**src/design/dqe_pkg.sv**
```systemverilog
// Shared types and constants for the bounded double-ended queue.
package dqe_pkg;

   localparam int DATA_W    = 32;
   localparam int OP_W      = 2;
   localparam int STATUS_W  = 3;
   localparam int CAP_W     = 5;
   localparam logic [CAP_W-1:0] CAP_RESET = 5'd16;

   typedef enum logic [OP_W-1:0] {
      OP_PUSH_FRONT = 2'd0,
      OP_PUSH_BACK  = 2'd1,
      OP_POP_FRONT  = 2'd2,
      OP_POP_BACK   = 2'd3
   } op_type;

   typedef enum logic [STATUS_W-1:0] {
      ST_PUSHED_FRONT = 3'd0,
      ST_PUSHED_BACK  = 3'd1,
      ST_POPPED_FRONT = 3'd2,
      ST_POPPED_BACK  = 3'd3,
      ST_FULL         = 3'd4,
      ST_EMPTY        = 3'd5
   } status_type;

   // Write strobe and data presented at the ring's insertion point
   typedef struct packed {
      logic              wr;
      logic [DATA_W-1:0] data;
   } tap_wr_type;

endpackage

```
**src/design/dqe_cell.sv**
```systemverilog
// One storage cell of the rotating ring: holds an entry and passes it on each cycle.
module dqe_cell (
   input  logic                      clock,
   input  logic [dqe_pkg::DATA_W-1:0] d_in,
   output logic [dqe_pkg::DATA_W-1:0] q_out
);
   import dqe_pkg::*;

   logic [DATA_W-1:0] data_ff;

   // Take the neighbor's entry every cycle
   always_ff @(posedge clock) begin
      data_ff <= d_in;
   end

   assign q_out = data_ff;

endmodule

```
**src/design/dqe_ring.sv**
```systemverilog
// Ring of cells that rotates the stored entries past a single read/write tap.
module dqe_ring #(
   parameter int DEPTH = 16
) (
   input  logic                       clock,
   input  dqe_pkg::tap_wr_type        tap_wr,
   output logic [dqe_pkg::DATA_W-1:0] tap_rd_data
);
   import dqe_pkg::*;

   logic [DATA_W-1:0] cell_d [DEPTH];
   logic [DATA_W-1:0] cell_q [DEPTH];

   // Close the ring; replace the entry passing the tap on a write
   assign cell_d[0] = tap_wr.wr ? tap_wr.data : cell_q[DEPTH-1];

   genvar g;
   generate
      for (g = 1; g < DEPTH; g++) begin : g_link
         assign cell_d[g] = cell_q[g-1];
      end
      for (g = 0; g < DEPTH; g++) begin : g_cell
         dqe_cell u_cell (
            .clock (clock),
            .d_in  (cell_d[g]),
            .q_out (cell_q[g])
         );
      end
   endgenerate

   assign tap_rd_data = cell_q[DEPTH-1];

endmodule

```
**src/design/bounded_double_ended_queue.sv**
```systemverilog
// Bounded double-ended queue built on a rotating ring of storage cells.
// A refused request (full or empty) completes without waiting for the ring; otherwise the
// request waits for its slot to rotate to the tap.
// One request in flight at a time: a new request is accepted only once the previous one completes.
// Reset: front pointer, count, rotation counter and handshakes clear; capacity resets to 16.
// Cell contents are not reset; only previously written entries are ever read.
module bounded_double_ended_queue #(
   parameter int DEPTH = 16
) (
   input  logic                               clock,
   input  logic                               reset,
   input  logic                               csr_valid,
   output logic                               csr_ready,
   input  logic [dqe_pkg::CAP_W-1:0]          csr_capacity,
   input  logic                               req_valid,
   output logic                               req_ready,
   input  logic [dqe_pkg::OP_W-1:0]           req_operation,
   input  logic signed [dqe_pkg::DATA_W-1:0]  req_push_value,
   output logic                               rsp_valid,
   input  logic                               rsp_ready,
   output logic [dqe_pkg::STATUS_W-1:0]       rsp_status,
   output logic signed [dqe_pkg::DATA_W-1:0]  rsp_pop_value
);
   import dqe_pkg::*;

   localparam int PTR_W = $clog2(DEPTH);
   localparam int CNT_W = $clog2(DEPTH + 1);
   localparam int SUM_W = CNT_W + 1;
   localparam int CMP_W = (CNT_W > CAP_W) ? CNT_W : CAP_W;
   localparam logic [PTR_W-1:0] PTR_LAST = PTR_W'(DEPTH - 1);

   logic [CAP_W-1:0]    capacity_ff;
   logic [PTR_W-1:0]    front_ff, front_in;
   logic [CNT_W-1:0]    count_ff, count_in;
   logic [PTR_W-1:0]    tap_slot_ff;
   logic                busy_ff;
   status_type          status_ff, status_in;
   logic [PTR_W-1:0]    target_ff, target_in;
   logic [DATA_W-1:0]   value_ff;
   logic                rsp_valid_ff;
   status_type          rsp_status_ff;
   logic [DATA_W-1:0]   rsp_value_ff;

   logic [SUM_W-1:0]    back_sum;
   logic [SUM_W-1:0]    last_sum;
   logic [PTR_W-1:0]    back_slot, last_slot, front_prev, front_next, tap_next;
   logic                is_full, is_empty, refused, at_slot, done, req_take;
   logic                is_push, is_pop;
   tap_wr_type          tap_wr;
   logic [DATA_W-1:0]   tap_rd_data;
   op_type              req_op;

   assign req_op = op_type'(req_operation);

   // Ring slot arithmetic, modulo DEPTH
   assign back_sum   = SUM_W'(front_ff) + SUM_W'(count_ff);
   assign last_sum   = back_sum - SUM_W'(1);
   assign back_slot  = (back_sum >= SUM_W'(DEPTH)) ? PTR_W'(back_sum - SUM_W'(DEPTH))
                                                   : PTR_W'(back_sum);
   assign last_slot  = (last_sum >= SUM_W'(DEPTH)) ? PTR_W'(last_sum - SUM_W'(DEPTH))
                                                   : PTR_W'(last_sum);
   assign front_prev = (front_ff == '0) ? PTR_LAST : front_ff - PTR_W'(1);
   assign front_next = (front_ff == PTR_LAST) ? '0 : front_ff + PTR_W'(1);
   assign tap_next   = (tap_slot_ff == PTR_LAST) ? '0 : tap_slot_ff + PTR_W'(1);

   // Full when count reaches min(capacity, DEPTH)
   assign is_full  = (CMP_W'(count_ff) >= CMP_W'(capacity_ff)) ||
                     (count_ff == CNT_W'(DEPTH));
   assign is_empty = (count_ff == '0);

   // Decide status and target slot for a new request
   always_comb begin
      status_in = ST_EMPTY;
      target_in = front_ff;
      unique case (req_op)
         OP_PUSH_FRONT: begin
            status_in = is_full ? ST_FULL : ST_PUSHED_FRONT;
            target_in = front_prev;
         end
         OP_PUSH_BACK: begin
            status_in = is_full ? ST_FULL : ST_PUSHED_BACK;
            target_in = back_slot;
         end
         OP_POP_FRONT: begin
            status_in = is_empty ? ST_EMPTY : ST_POPPED_FRONT;
            target_in = front_ff;
         end
         OP_POP_BACK: begin
            status_in = is_empty ? ST_EMPTY : ST_POPPED_BACK;
            target_in = last_slot;
         end
         default: begin
            status_in = ST_EMPTY;
            target_in = front_ff;
         end
      endcase
   end

   assign refused  = (status_ff == ST_FULL) || (status_ff == ST_EMPTY);
   assign at_slot  = (tap_slot_ff == target_ff);
   assign done     = busy_ff && (refused || at_slot) && (!rsp_valid_ff || rsp_ready);
   assign is_push  = (status_ff == ST_PUSHED_FRONT) || (status_ff == ST_PUSHED_BACK);
   assign is_pop   = (status_ff == ST_POPPED_FRONT) || (status_ff == ST_POPPED_BACK);
   assign req_take = req_valid && req_ready;

   assign req_ready = !busy_ff;
   assign csr_ready = 1'b1;

   // Write the pushed value as its slot passes the tap
   assign tap_wr.wr   = done && is_push;
   assign tap_wr.data = value_ff;

   dqe_ring #(.DEPTH(DEPTH)) u_ring (
      .clock       (clock),
      .tap_wr      (tap_wr),
      .tap_rd_data (tap_rd_data)
   );

   // Advance front pointer and count on completion
   always_comb begin
      front_in = front_ff;
      count_in = count_ff;
      if (done) begin
         case (status_ff)
            ST_PUSHED_FRONT: begin
               front_in = target_ff;
               count_in = count_ff + CNT_W'(1);
            end
            ST_PUSHED_BACK: begin
               count_in = count_ff + CNT_W'(1);
            end
            ST_POPPED_FRONT: begin
               front_in = front_next;
               count_in = count_ff - CNT_W'(1);
            end
            ST_POPPED_BACK: begin
               count_in = count_ff - CNT_W'(1);
            end
            default: begin
               front_in = front_ff;
               count_in = count_ff;
            end
         endcase
      end
   end

   // Control state
   always_ff @(posedge clock) begin
      if (reset) begin
         capacity_ff  <= CAP_RESET;
         front_ff     <= '0;
         count_ff     <= '0;
         tap_slot_ff  <= '0;
         busy_ff      <= 1'b0;
         rsp_valid_ff <= 1'b0;
      end else begin
         if (csr_valid && csr_ready) begin
            capacity_ff <= csr_capacity;
         end
         front_ff    <= front_in;
         count_ff    <= count_in;
         tap_slot_ff <= tap_next;
         if (req_take) begin
            busy_ff <= 1'b1;
         end else if (done) begin
            busy_ff <= 1'b0;
         end
         if (done) begin
            rsp_valid_ff <= 1'b1;
         end else if (rsp_ready) begin
            rsp_valid_ff <= 1'b0;
         end
      end
   end

   // Hold the request and produce the response
   always_ff @(posedge clock) begin
      if (req_take) begin
         status_ff <= status_in;
         target_ff <= target_in;
         value_ff  <= req_push_value;
      end
      if (done) begin
         rsp_status_ff <= status_ff;
         rsp_value_ff  <= is_pop ? tap_rd_data : '0;
      end
   end

   assign rsp_valid     = rsp_valid_ff;
   assign rsp_status    = rsp_status_ff;
   assign rsp_pop_value = rsp_value_ff;

endmodule

```
**config.mk**
```make
export PLATFORM = sky130hd
export DESIGN_NAME = bounded_double_ended_queue
export DESIGN_NICKNAME = d
export VERILOG_FILES = /design/src/design/dqe_pkg.sv /design/src/design/dqe_cell.sv /design/src/design/dqe_ring.sv /design/src/design/bounded_double_ended_queue.sv
export SDC_FILE = /design/constraint.sdc
export NUM_CORES = 1
export LEC_CHECK = 0
export CAP_MARGIN = 10
export CORE_MARGIN = 4
export CORE_UTILIZATION = 60
export CTS_CLUSTER_DIAMETER = 80
export DETAILED_ROUTE_END_ITERATION = 10
export DONT_BUFFER_PORTS = 1
export GPL_TIMING_DRIVEN = 0
export PLACE_DENSITY = 0.75
export SLEW_MARGIN = 20
export SYNTH_ARGS = -nofsm -noshare
export SYNTH_HDL_FRONTEND = slang
export SYNTH_SLANG_ARGS = --single-unit
```
**constraint.sdc**
```tcl
create_clock -name clock -period 3.69 [get_ports clock]
set_clock_uncertainty 0.2 [all_clocks]
set_input_delay 0.1845 -clock clock [delete_from_list [all_inputs] [get_ports clock]]
set_output_delay 0.1845 -clock clock [all_outputs]
set_load 0.005 [all_outputs]
```
Yosys cells after proc, flatten, opt, wreduce, memory -nomap -nowiden:

Index checks and enable logic that the tools add are counted.

* output and inout bits: 38
* flip-flop bits (word level): 606

* muxes and demuxes: 17
* $add $sub $neg: 9
* reductions and logical operators: 25
* equal/unequal tests: 12
* order comparisons: 3

Operator list (number)
* $mux W32: 1
* $mux W4: 4
* $pmux W4 S4: 1
* $ge A6 B5 Y1 const B: 2
* $mux W3: 4
* $pmux W3 S4: 1
* $sub A4 B1 Y4 const B: 3
* $pmux W5 S2: 1
* $add A4 B1 Y4 const B: 2
* $eq A4 B4 Y1 const B: 2
* $pmux W4 S2: 1
* $reduce_bool A2 Y1: 4
* $add A4 B5 Y6: 1
* $eq A3 B2 Y1 const B: 2
* $eq A3 B3 Y1 const B: 2
* $logic_or A1 B1 Y1: 6
* $reduce_or A2 Y1: 3
* $sub A6 B1 Y6 const B: 1
* $add A5 B1 Y5 const B: 1
* $eq A5 B5 Y1 const B: 1
* $ge A5 B5 Y1: 1
* $logic_not A5 Y1: 1
* $sub A5 B1 Y5 const B: 1
* $eq A2 B2 Y1 const B: 2
* other kinds (10): 18

Depth between registers and ports, before layout:

Gate-level depths: netlist (run 1).

* depth after elaboration: 7
* depth in mapped cells: 8
* mapped depth without buffers: 8

By module:

A second synthesis (run 1) with hierarchy kept.

* cells, all modules: 846
* area, all modules: 14776.7 um^2

Modules (own cells, without submodules)
* dqe_cell: cells each 32, area each 640.6 um^2, times used 16, sequential area each 640.6 um^2
* bounded_double_ended_queue: cells each 298, area each 3982.6 um^2, times used 1, sequential area each 2622.5 um^2
* dqe_ring: cells each 36, area each 544.3 um^2, times used 1, sequential area each 0.0 um^2

Worst setup path before layout (run 1):

OpenSTA, ideal clock, no wires.

* kind: reg-to-reg
* from: register target_ff[3]
* to: register rsp_value_ff[0] (netlist: rsp_pop_value[0]) (enable)
* period minus slack after synthesis: 3.139 ns
* library setup time: 0.429 ns
* data arrival time: 2.510 ns
* cell stages (with the launch flop): 5
* setup slack: 0.551 ns
* cell sequence: edfxtp_1 xnor2_1 nand4_2 a21o_1 nor2_1

* cells in the longest elaborated chain, start to end: 4

Ends and longest elaborated chain
* start, declared: line bounded_double_ended_queue.sv:38 `logic [PTR_W-1:0] target_ff, target_in;`
* start signal, assigned: line bounded_double_ended_queue.sv:180 `target_ff <= target_in;`
* $eq A4 B4 Y1: line bounded_double_ended_queue.sv:100 `assign at_slot = (tap_slot_ff == target_ff);`
* $logic_or A1 B1 Y1: line bounded_double_ended_queue.sv:101 `assign done = busy_ff && (refused || at_slot) && (!rsp_valid_ff || rsp_ready);`
* $logic_and A1 B1 Y1 (2 in series): line bounded_double_ended_queue.sv:101
* via done: line bounded_double_ended_queue.sv:47 `logic is_full, is_empty, refused, at_slot, done, req_take;`
* end signal, assigned: line bounded_double_ended_queue.sv:185 `rsp_value_ff <= is_pop ? tap_rd_data : '0;`
* end, declared: line bounded_double_ended_queue.sv:42 `logic [DATA_W-1:0] rsp_value_ff;`

The timed path passes the listed nets, and every way through them passes these cells.
A chain may end at the register's enable or synchronous reset.

Worst setup path after layout (run 1):

* from: register status_ff[1]
* to: register count_ff[4]

* cells in the longest elaborated chain, start to end: 6
* elaborated cells between the ends (all ways): 15
* classes of those cells: eq/ne (5); mux (1); reduce/logical (9)

Ends and longest elaborated chain
* start, declared: line bounded_double_ended_queue.sv:37 `status_type status_ff, status_in;`
* start signal, assigned: line bounded_double_ended_queue.sv:179 `status_ff <= status_in;`
* $eq A3 B3 Y1: line bounded_double_ended_queue.sv:99 `assign refused = (status_ff == ST_FULL) || (status_ff == ST_EMPTY);`
* $logic_or A1 B1 Y1: line bounded_double_ended_queue.sv:99
* $logic_or A1 B1 Y1: line bounded_double_ended_queue.sv:101
* $logic_and A1 B1 Y1 (2 in series): line bounded_double_ended_queue.sv:101
* $reduce_and A2 Y1 (no source line)
* end signal, assigned: line bounded_double_ended_queue.sv:161 `count_ff <= count_in;`
* end, declared: line bounded_double_ended_queue.sv:34 `logic [CNT_W-1:0] count_ff, count_in;`

Several ways; a longest one is shown, not always the timed one.

==> results of run 1 <==
[path summary, 6_finish.rpt]
path	start	endpoint	slack, ns	depth (start not counted)
worst min register to register	u_ring.g_cell[12].u_cell.q_out[0]$_DFF_P_	u_ring.g_cell[13].u_cell.q_out[0]$_DFF_P_	0.12	0
worst max-delay path	status_ff[1]$_DFFE_PP_	count_ff[4]$_SDFFE_PP0P_	0.63	8
worst max register to register	status_ff[1]$_DFFE_PP_	count_ff[4]$_SDFFE_PP0P_	0.63	8
worst min-delay path	req_push_value[28]	value_ff[28]$_DFFE_PP_	0.07	1
[power by group through the flow]
stage	combinational [mW]	sequential [mW]	clock, mW
floorplan	0.0914	6.99	0
global placement	0.126	7.01	0
detailed placement	0.153	7.01	0
CTS	0.202	6.87	5.42
global route	0.221	6.87	5.73
finish	0.201	6.86	5.32
[metrics by stage]
| stage | instances | utilization, % |
|---|---|---|
| 6_report | 1313 | 73.2 |
| 5_1_grt | 1313 | 73.2 |
| 4_1_cts | 1313 | 73.2 |
| 3_5_place_dp | 1167 | 63.8 |
| 3_3_place_gp | 1163 | 63.3 |
| 2_1_floorplan | 844 | - |
[registers in the layout (all words and copies together), names as in the netlist]
signal,count
rsp_status,3
tap_slot_ff,4
count_ff,5
front_ff,4
target_ff,4
capacity_ff,5
busy_ff,1
u_ring.g_cell.u_cell.q_out,512
rsp_pop_value,32
value_ff,32
status_ff,3
rsp_valid,1
[worst register-to-register path, stage by stage (launching register included)]
cell and delay (ns):
edfxtp_1 0.43, nor2b_1 0.71, clkbuf_1 0.54, ha_1 0.38, nor2_1 0.12, a21oi_1 0.07, xnor2_1 0.19, a21oi_1 0.09
a31o_2 0.23
[cells in the mapped netlist (2+ instances only)]
master,n
a21o_1,3
a21oi_1,10
a311oi_1,2
and2_1,32
buf_6,3
clkbuf_1,8
dfxtp_1,532
edfxtp_1,74
fa_1,2
ha_1,16
inv_1,19
mux2_1,2
mux2_2,30
mux2i_1,6
nand2_1,11
nand2b_1,5
nand3_1,4
nor2_1,23
nor2b_1,7
nor3_1,2
nor3b_1,2
nor4_4,2
o211ai_1,4
o21ai_0,12
xnor2_1,11
xor2_1,3
[metal layers]
metal	global-route usage [%]	share of wire [%]	up-vias	wire length (um)
met2	25.4	46	115	9770
met5	0	0	-	0
met1	22.6	47	2910	10000
li1	-	-	2985	-
met3	3.66	4.2	40	889
met4	4.92	1.9	0	407
[area by class of cell]
class	count	area [um^2]	share of cell area (%)
clock buffers	77	1570	9.03
flip-flops and latches	606	12900	74.0
repair buffers	54	611	3.51
plain buffers	13	75.1	0.432
inverters	19	71.3	0.410
multi-input cells	206	1620	9.34
well taps	319	399	2.30
clock inverters	19	163	0.936
[cells by family (layout without fill, tap and decap cells)]
| family | after synthesis | after routing |
|---|---|---|
| adder cells (fa/ha/maj) | 18 | 18 |
| XOR/XNOR | 14 | 14 |
| other | 1 | 1 |
| AO/OA/AOI/OAI | 39 | 39 |
| AND/OR/NAND/NOR | 95 | 95 |
| multiplexers | 39 | 39 |
| flip-flops | 606 | 606 |
| buffers and inverters | 32 | 182 |
==> impl_metrics.toml, run 1 <==
[outcome]
status = "completed"

[die]
die_y_um = 164
core_area_um2 = 23800
die_area_um2 = 26900
rows = 56
ioPinCount = 82
initial_utilization_pct = 61.6
die_width_um = 164

[route]
drcViolationCount = 0
wirelength_mm = 21.1
vias_per_cell = 4.61
drtIter0Drc = 294
wl_per_cell_um = 16.0
drtPass1Iterations = 4
via_count = 6050
antenna_left = 0

[synth]
synthCells = 844
synth_xor_area_share_pct = 0.838
synth_area_leaders = "dfxtp_1 (73%), edfxtp_1 (15%), mux2_2 (2.3%)"
avgSynthCellArea_um2 = 17.3
synthMuxAreaShare_pct = 3.03
synth_top_family_by_area = "simple AND/OR/NAND/NOR gates"
synth_area_um2 = 14600
synth.top_cell.area_share_pct = 72.8
ys_ff_latch = 606
synthesis.nets = 906
synth_fa_ha_area_share_pct = 1.64
yosysSeqAreaShare_pct = 88.0
synth_compound_area_share_pct = 1.70
yosysTopAreaCell = "dfxtp_1"
synth-edff-count = 74
synth_warnings = 0
synth_cell_types = 45
synth-async-reset-ratio_pct = 0
yosys.area_share.simple_pct = 3.76
synthFlopType = "dfxtp_1"

[timing]
max_clock_freq_mhz = 327
fin_ws_ns = 0.633
setup_tns_ns = 0
drv_slew = 0
timing.slew.headroom_pct = 40.5
holdWs_ns = 0.0690
worst_pin_slew_ns = 0.890
hold_viol = 0
finalSetupViolations = 0
grt_setup_unrepaired = "no"
finalCritPeriodShare_pct = 82.9
fin_crit_ns = 3.06

[final_layout]
nets = 1013
drive_above_1_share_pct = 12.9
n_fill_cell = 1397
final_area_um2 = 17400
synthToLayoutAreaGrowth_pct = 18.8
final_common_cell = "dfxtp_1"
final_cell_mix = "dfxtp_1 (532), edfxtp_1 (74), clkbuf_16 (55), dlygate4sd3_1 (50), and2_1 (32)"
n_antenna_cell = 0

[pwr]
clkPwrFrac_pct = 42.9
irDropWorstVdd_mv = 0.491
power.total_mw = 12.4
p_leak_nw = 6.88
p_int_mw = 10.0
p_switching_mw = 2.38
p_seq_share_pct = 55.4
combPwrFrac_pct = 1.6
swShare_pct = 19.2
power.density_nw_per_um2 = 712

[worst_setup_path]
crit_buf_inv = 1
worst-setup-path-type = "flip-flop to flip-flop"
cp.arrival_ns = 3.30
endpoint_kind = "flip-flop"
cp_data_required_time_ns = 3.93
slowest_stage = "nor2b_1"
cp_cell_sequence = "nor2b_1, clkbuf_1, ha_1, nor2_1, a21oi_1, xnor2_1, a21oi_1, a31o_2"
start_kind = "flip-flop"
slowest_delay_ns = 0.71
crit_family = "simple AND/OR/NAND/NOR gates"
crit_path_frequent_cell = "a21oi_1"
crit_path_max_fanout = 12

[clocking]
cts_root_buf = "clkbuf_16"
cts_buffers = 51
cts_tree = "done"
cts.sinks = 606
clk_path_buf_depth = 3
cts_resized = 0
hold_buffers = 50
clock_latency_ns = 0.55
postCtsSetupBuffers = 0
h-tree-depth = 2
clk_pin_slew_ns = 0.06

[grt]
grt_pass1_wl_mm = 33.5
overflow = 0
grt_util_all_layers_pct = 16.1
antenna_found_initial = 0
grt_pass1_vias = 6372
grt_max_degree = 18

[job]
max-cap-violations = 0

[place]
place_area_um2 = 15200
place_congestion = 0.792
dp_slack_ns = 0.525
portBuffers = 0
dpl.hpwl_mm = 12.5

[hold_path]
hp-class = "input pin to flip-flop"
No activity file was read; power rests on OpenSTA's default activity.
==> inputs of run 2 (changes only) <==
==> constraint.sdc (replaced) <==
create_clock -name clock -period 2.91 [get_ports clock]
set_clock_uncertainty 0.2 [all_clocks]
set_input_delay 0.1455 -clock clock [delete_from_list [all_inputs] [get_ports clock]]
set_output_delay 0.1455 -clock clock [all_outputs]
set_load 0.005 [all_outputs]
==> run 2 against run 1 <==
  * Combinational power up 25%
  * Sequential cell count is the same
  * Largest cell class unchanged
  * Highest routed layer unchanged
  * Register-to-register slack got worse by 0.49 ns
  * Critical path type unchanged
  * Final area decreased by 0.35%
==> impl_metrics.toml, run 2 (synthesis gave the netlist of run 1 again) <==
[outcome]
status = "completed"

[place]
dpl.hpwl_mm = 12.3
place_congestion = 0.756
portBuffers = 0
dp_slack_ns = -0.216

[timing]
setup_tns_ns = 0
fin_ws_ns = 0.140
timing.slew.headroom_pct = 35.9
max_clock_freq_mhz = 361
worst_pin_slew_ns = 0.960
finalSetupViolations = 0
fin_crit_ns = 2.77
drv_slew = 0
grt_setup_unrepaired = "no"
hold_viol = 0
finalCritPeriodShare_pct = 95.2

[route]
via_count = 6091
wl_per_cell_um = 16.0
drtIter0Drc = 262
vias_per_cell = 4.62
wirelength_mm = 21.1
antenna_left = 0
drtPass1Iterations = 4
drcViolationCount = 0

[worst_setup_path]
cp.arrival_ns = 3.00
endpoint_kind = "flip-flop"
crit_path_max_fanout = 16
worst-setup-path-type = "flip-flop to flip-flop"
slowest_stage = "nor2_4"
crit_family = "simple AND/OR/NAND/NOR gates"
cp_data_required_time_ns = 3.14
crit_buf_inv = 1
slowest_delay_ns = 0.61
cp_cell_sequence = "xnor2_1, nand4_2, a21o_1, nor2_4, nor3_1, dlygate4sd3_1"
start_kind = "flip-flop"

[pwr]
p_leak_nw = 6.85
irDropWorstVdd_mv = 0.617
power.density_nw_per_um2 = 890

[clocking]
clk_pin_slew_ns = 0.06
cts_root_buf = "clkbuf_16"
clk_path_buf_depth = 3
cts_tree = "done"
clock_latency_ns = 0.55
cts.sinks = 606
cts_buffers = 52
postCtsSetupBuffers = 0
h-tree-depth = 2

[die]
die_area_um2 = 26900
core_area_um2 = 23800
rows = 56
ioPinCount = 82
die_width_um = 164
initial_utilization_pct = 61.6
die_y_um = 164

[grt]
grt_util_all_layers_pct = 16.4
overflow = 0
grt_max_degree = 22
antenna_found_initial = 1
grt_pass1_wl_mm = 34.0
grt_pass1_vias = 6442

[hold_path]
hp-class = "input pin to flip-flop"

[final_layout]
n_fill_cell = 1435
largest_register_ffs = 512
final_cell_mix = "dfxtp_1 (532), edfxtp_1 (74), dlygate4sd3_1 (55), clkbuf_16 (53), and2_1 (32)"
final_common_cell = "dfxtp_1"
n_antenna_cell = 0
drive_above_1_share_pct = 12.4
nets = 1018
synthToLayoutAreaGrowth_pct = 18.4

[job]
max-cap-violations = 0
run 2: cell types whose count changed in the layout (fill, tap and decap cells not counted), moves of 2 or more:
cell,delta
inv_4,-2
clkinv_2,+2
clkbuf_1,+5
dlygate4sd3_1,+5
clkbuf_16,-2
clkinvlp_4,-2
run 2: metrics by stage:
stage | cell area, um^2 | std cells | util (%) | hold slack (ns) | power (mW)
after global routing | 17300 | 1317 | 72.9 | 0.00401 | 16.0
final | 17300 | 1317 | 72.9 | 0.0243 | 15.4
after CTS | 17300 | 1317 | 72.9 | 0.00140 | 15.6
after floorplan | 14600 | 844 | - | 0.0444 | 8.98
after detailed placement | 15100 | 1166 | 63.7 | 0.0444 | 9.08
after global placement | 15000 | 1163 | 63.3 | 0.0444 | 9.05
run 2: cell type report:
class / instances / area [um^2] / area share [%]
buffer: 13 / 76.3 / 0.441
clock inverter: 16 / 116 / 0.672
timing repair buffer: 58 / 633 / 3.65
clock buffer: 80 / 1530 / 8.82
multi-input combinational: 206 / 1630 / 9.39
inverter: 19 / 71.3 / 0.412
tap: 319 / 399 / 2.30
sequential: 606 / 12900 / 74.3
run 2: path summary, 6_finish.rpt:
| kind | start | to | slack [ns] | cells past startpoint |
|---|---|---|---|---|
| hold reg to reg | u_ring.g_cell[2].u_cell.q_out[30]$_DFF_P_ | u_ring.g_cell[3].u_cell.q_out[30]$_DFF_P_ | 0.12 | 0 |
| setup / recovery | target_ff[3]$_DFFE_PP_ | busy_ff$_SDFFE_PP0P_ | 0.14 | 6 |
| setup reg to reg | target_ff[3]$_DFFE_PP_ | busy_ff$_SDFFE_PP0P_ | 0.14 | 6 |
| hold / removal | req_operation[1] | target_ff[3]$_DFFE_PP_ | 0.02 | 4 |
run 2: metal layers:
layer	up-vias	track usage, %	part of all wire, %
met1	2927	22.1	46
met4	0	5.45	2.1
met5	-	0	0
met3	39	4.04	5.0
li1	3004	-	-
met2	121	26.5	47
run 2: worst register-to-register path, cell delays in order (launching register included):
cell	delay [ns]
edfxtp_1	0.42
xnor2_1	0.20
nand4_2	0.23
a21o_1	0.30
nor2_4	0.61
nor3_1	0.11
dlygate4sd3_1	0.59
run 2: power by group:
group | switching, mW | internal (mW) | leakage, nW
Combinational | 0.127 | 0.124 | 1.03
Clock | 2.75 | 3.71 | 0.814
Sequential | 0.0662 | 8.64 | 5.01
Total | 2.95 | 12.5 | 6.85
run 2: what timing repair did:
| action | 4_1_cts | 5_1_grt |
|---|---|---|
| pin swaps | 0 | 0 |
| setup endpoints to repair | 2 | 2 |
| hold buffers | 55 | 0 |
| resized for setup | 1 | 2 |
| hold endpoints to repair | 76 | 0 |
==> inputs of run 3 (changes only) <==
--- a/config.mk
+++ b/config.mk
@@ -12,7 +12,7 @@
 export DETAILED_ROUTE_END_ITERATION = 10
 export DONT_BUFFER_PORTS = 1
 export GPL_TIMING_DRIVEN = 0
-export PLACE_DENSITY = 0.75
+export PLACE_DENSITY = 0.72
 export SLEW_MARGIN = 20
 export SYNTH_ARGS = -nofsm -noshare
 export SYNTH_HDL_FRONTEND = slang
==> run 3 against run 2 <==
  * Power decreased by 0.49%
  * Final area decreased by 0.10%
  * Hold slack improved by 0.0035 ns
  * Core utilization decreased by 0.074 points
  * Count of clock-buffer cells in the layout decreased by 3
  * Combinational power increased by 2%
  * Critical path depth unchanged
  * Global-route usage decreased by 0.46 points
  * Non-clock buffer count increased by 4
  * Register-to-register slack improved by 0.19 ns
  * Die area unchanged
  * Critical endpoint is now target_ff[0]$_DFFE_PP_
  * Largest cell class unchanged
==> impl_metrics.toml, run 3 (synthesis gave the netlist of run 1 again) <==
[pwr]
p_switching_mw = 2.94
p_seq_share_pct = 56.7
p_leak_nw = 6.84
combPwrFrac_pct = 1.7
p_int_mw = 12.4
irDropWorstVdd_mv = 0.827
power.density_nw_per_um2 = 887
swShare_pct = 19.2
clkPwrFrac_pct = 41.6

[clocking]
cts.sinks = 606
cts_tree = "done"
cts_buffers = 51
h-tree-depth = 2
clk_path_buf_depth = 3
clock_latency_ns = 0.54
clk_pin_slew_ns = 0.06
cts_root_buf = "clkbuf_16"

[worst_setup_path]
worst-setup-path-type = "flip-flop to flip-flop"
endpoint_kind = "flip-flop"
rrSetupSlack_ns = 0.33
rr_startpoint = "front_ff[0]$_SDFFE_PP0P_"
crit_start = "front_ff[0]$_SDFFE_PP0P_"
crit-reg2reg-capture = "target_ff[0]$_DFFE_PP_"
crit_path_max_fanout = 9
cp-endpoint = "target_ff[0]$_DFFE_PP_"
reg2regPathDepth = 6
cp_data_required_time_ns = 3.01
start_kind = "flip-flop"
cp.arrival_ns = 2.67

[outcome]
status = "completed"

[route]
via_count = 6072
wl_per_cell_um = 15.8
wirelength_mm = 20.8
antenna_left = 0
drcViolationCount = 0
drtPass1Iterations = 4
vias_per_cell = 4.61
drtIter0Drc = 286

[place]
place_area_um2 = 15100
place_inst = 1166
portBuffers = 0
dpl.hpwl_mm = 12.2
place_congestion = 0.748

[final_layout]
final_common_cell = "dfxtp_1"
nets = 1021
n_fill_cell = 1458
fin_util_pct = 72.9
n_antenna_cell = 0
synthToLayoutAreaGrowth_pct = 18.3
drive_above_1_share_pct = 12.3
final_cell_mix = "dfxtp_1 (532), edfxtp_1 (74), dlygate4sd3_1 (57), clkbuf_16 (51), and2_1 (32)"
final_area_um2 = 17300
fin_cells = 1318
largest_register_ffs = 512

[die]
die_width_um = 164
initial_utilization_pct = 61.6
die_y_um = 164
rows = 56
ioPinCount = 82
core_area_um2 = 23800
die_area_um2 = 26900

[job]
max-cap-violations = 0

[timing]
grt_setup_unrepaired = "no"
finalSetupViolations = 0
timing.slew.headroom_pct = 42.5
fin_crit_ns = 2.58
worst_pin_slew_ns = 0.861
hold_viol = 0
drv_slew = 0
max_clock_freq_mhz = 388
finalCritPeriodShare_pct = 88.6

[grt]
grt_max_degree = 22
antenna_found_initial = 1
grt_pass1_wl_mm = 33.1
grt_util_all_layers_pct = 16.0
grt_pass1_vias = 6310
overflow = 0

[hold_path]
hp-class = "input pin to flip-flop"
-- run 3: cell types whose count changed in the layout (fill, tap and decap cells not counted), moves of 2 or more --
cell           before  now
dlygate4sd3_1      55   57
inv_4               0    3
buf_4               1    3
clkbuf_8           10    8
clkinv_2           10    6
clkbuf_16          53   51
clkinvlp_4          0    2
-- run 3: worst min-delay path by stage --
stage	endpoint	cells after the start	from	slack (ns)
floorplan	value_ff[0]$_DFFE_PP_	0	req_push_value[0]	0.04
global placement	value_ff[24]$_DFFE_PP_	0	req_push_value[24]	0.04
detailed placement	value_ff[15]$_DFFE_PP_	0	req_push_value[15]	0.04
CTS	value_ff[15]$_DFFE_PP_	1	req_push_value[15]	0.0008
global route	value_ff[15]$_DFFE_PP_	1	req_push_value[15]	0.002
finish	value_ff[15]$_DFFE_PP_	1	req_push_value[15]	0.03
-- run 3: power by group through the flow --
stage          logic (mW)  registers, mW  clock network (mW)
2_1_floorplan       0.116           8.87                   0
3_3_place_gp        0.158           8.89                   0
3_5_place_dp        0.184           8.89                   0
4_1_cts             0.253           8.71                6.54
5_1_grt             0.282           8.72                6.89
6_report            0.255           8.71                6.38
-- run 3: critical path: stages (launching register included) --
cell	delay, ns
dfxtp_1	0.40
ha_1	0.40
nand2_1	0.07
o211ai_1	0.09
dlygate4sd3_1	0.56
o21ai_0	0.07
dlygate4sd3_1	0.56
-- run 3: layout make-up --
cell class                      instances  area, um^2  area share, %
Timing Repair Buffer                   62         661           3.82
Clock inverter                         16         140          0.810
Inverter                               19        71.3          0.412
Multi-Input combinational cell        206        1630           9.43
Sequential cell                       606       12900           74.4
Tap cell                              319         399           2.31
Clock buffer                           77        1450           8.40
Buffer                                 13        76.3          0.441
-- run 3: per-stage QoR --
step,setup WS (ns),power [mW],TNS [ns],hold WS [ns]
after floorplan,0.187,8.98,0,0.0444
after global placement,-1.17,9.05,-66.22,0.0444
after detailed placement,-0.360,9.08,-0.678,0.0444
after CTS,0.00997,15.5,0,0.000804
after global routing,0.192,15.9,0,0.00190
final,0.332,15.3,0,0.0278
-- run 3: per-layer routing --
layer,global-route usage (%),part of all wire (%)
met5,0,0
met3,3.64,3.8
met1,21.7,47
met4,5.72,2.5
met2,25.6,46
-- run 3: repair_timing --
| action | 4_1_cts | 5_1_grt |
|---|---|---|
| resized for setup | 2 | 1 |
| buffers inserted | 0 | 2 |
| endpoints found under the hold margin | 77 | 0 |
| setup endpoints to repair | 3 | 2 |
| hold buffers | 57 | 0 |
| pin swaps | 0 | 1 |
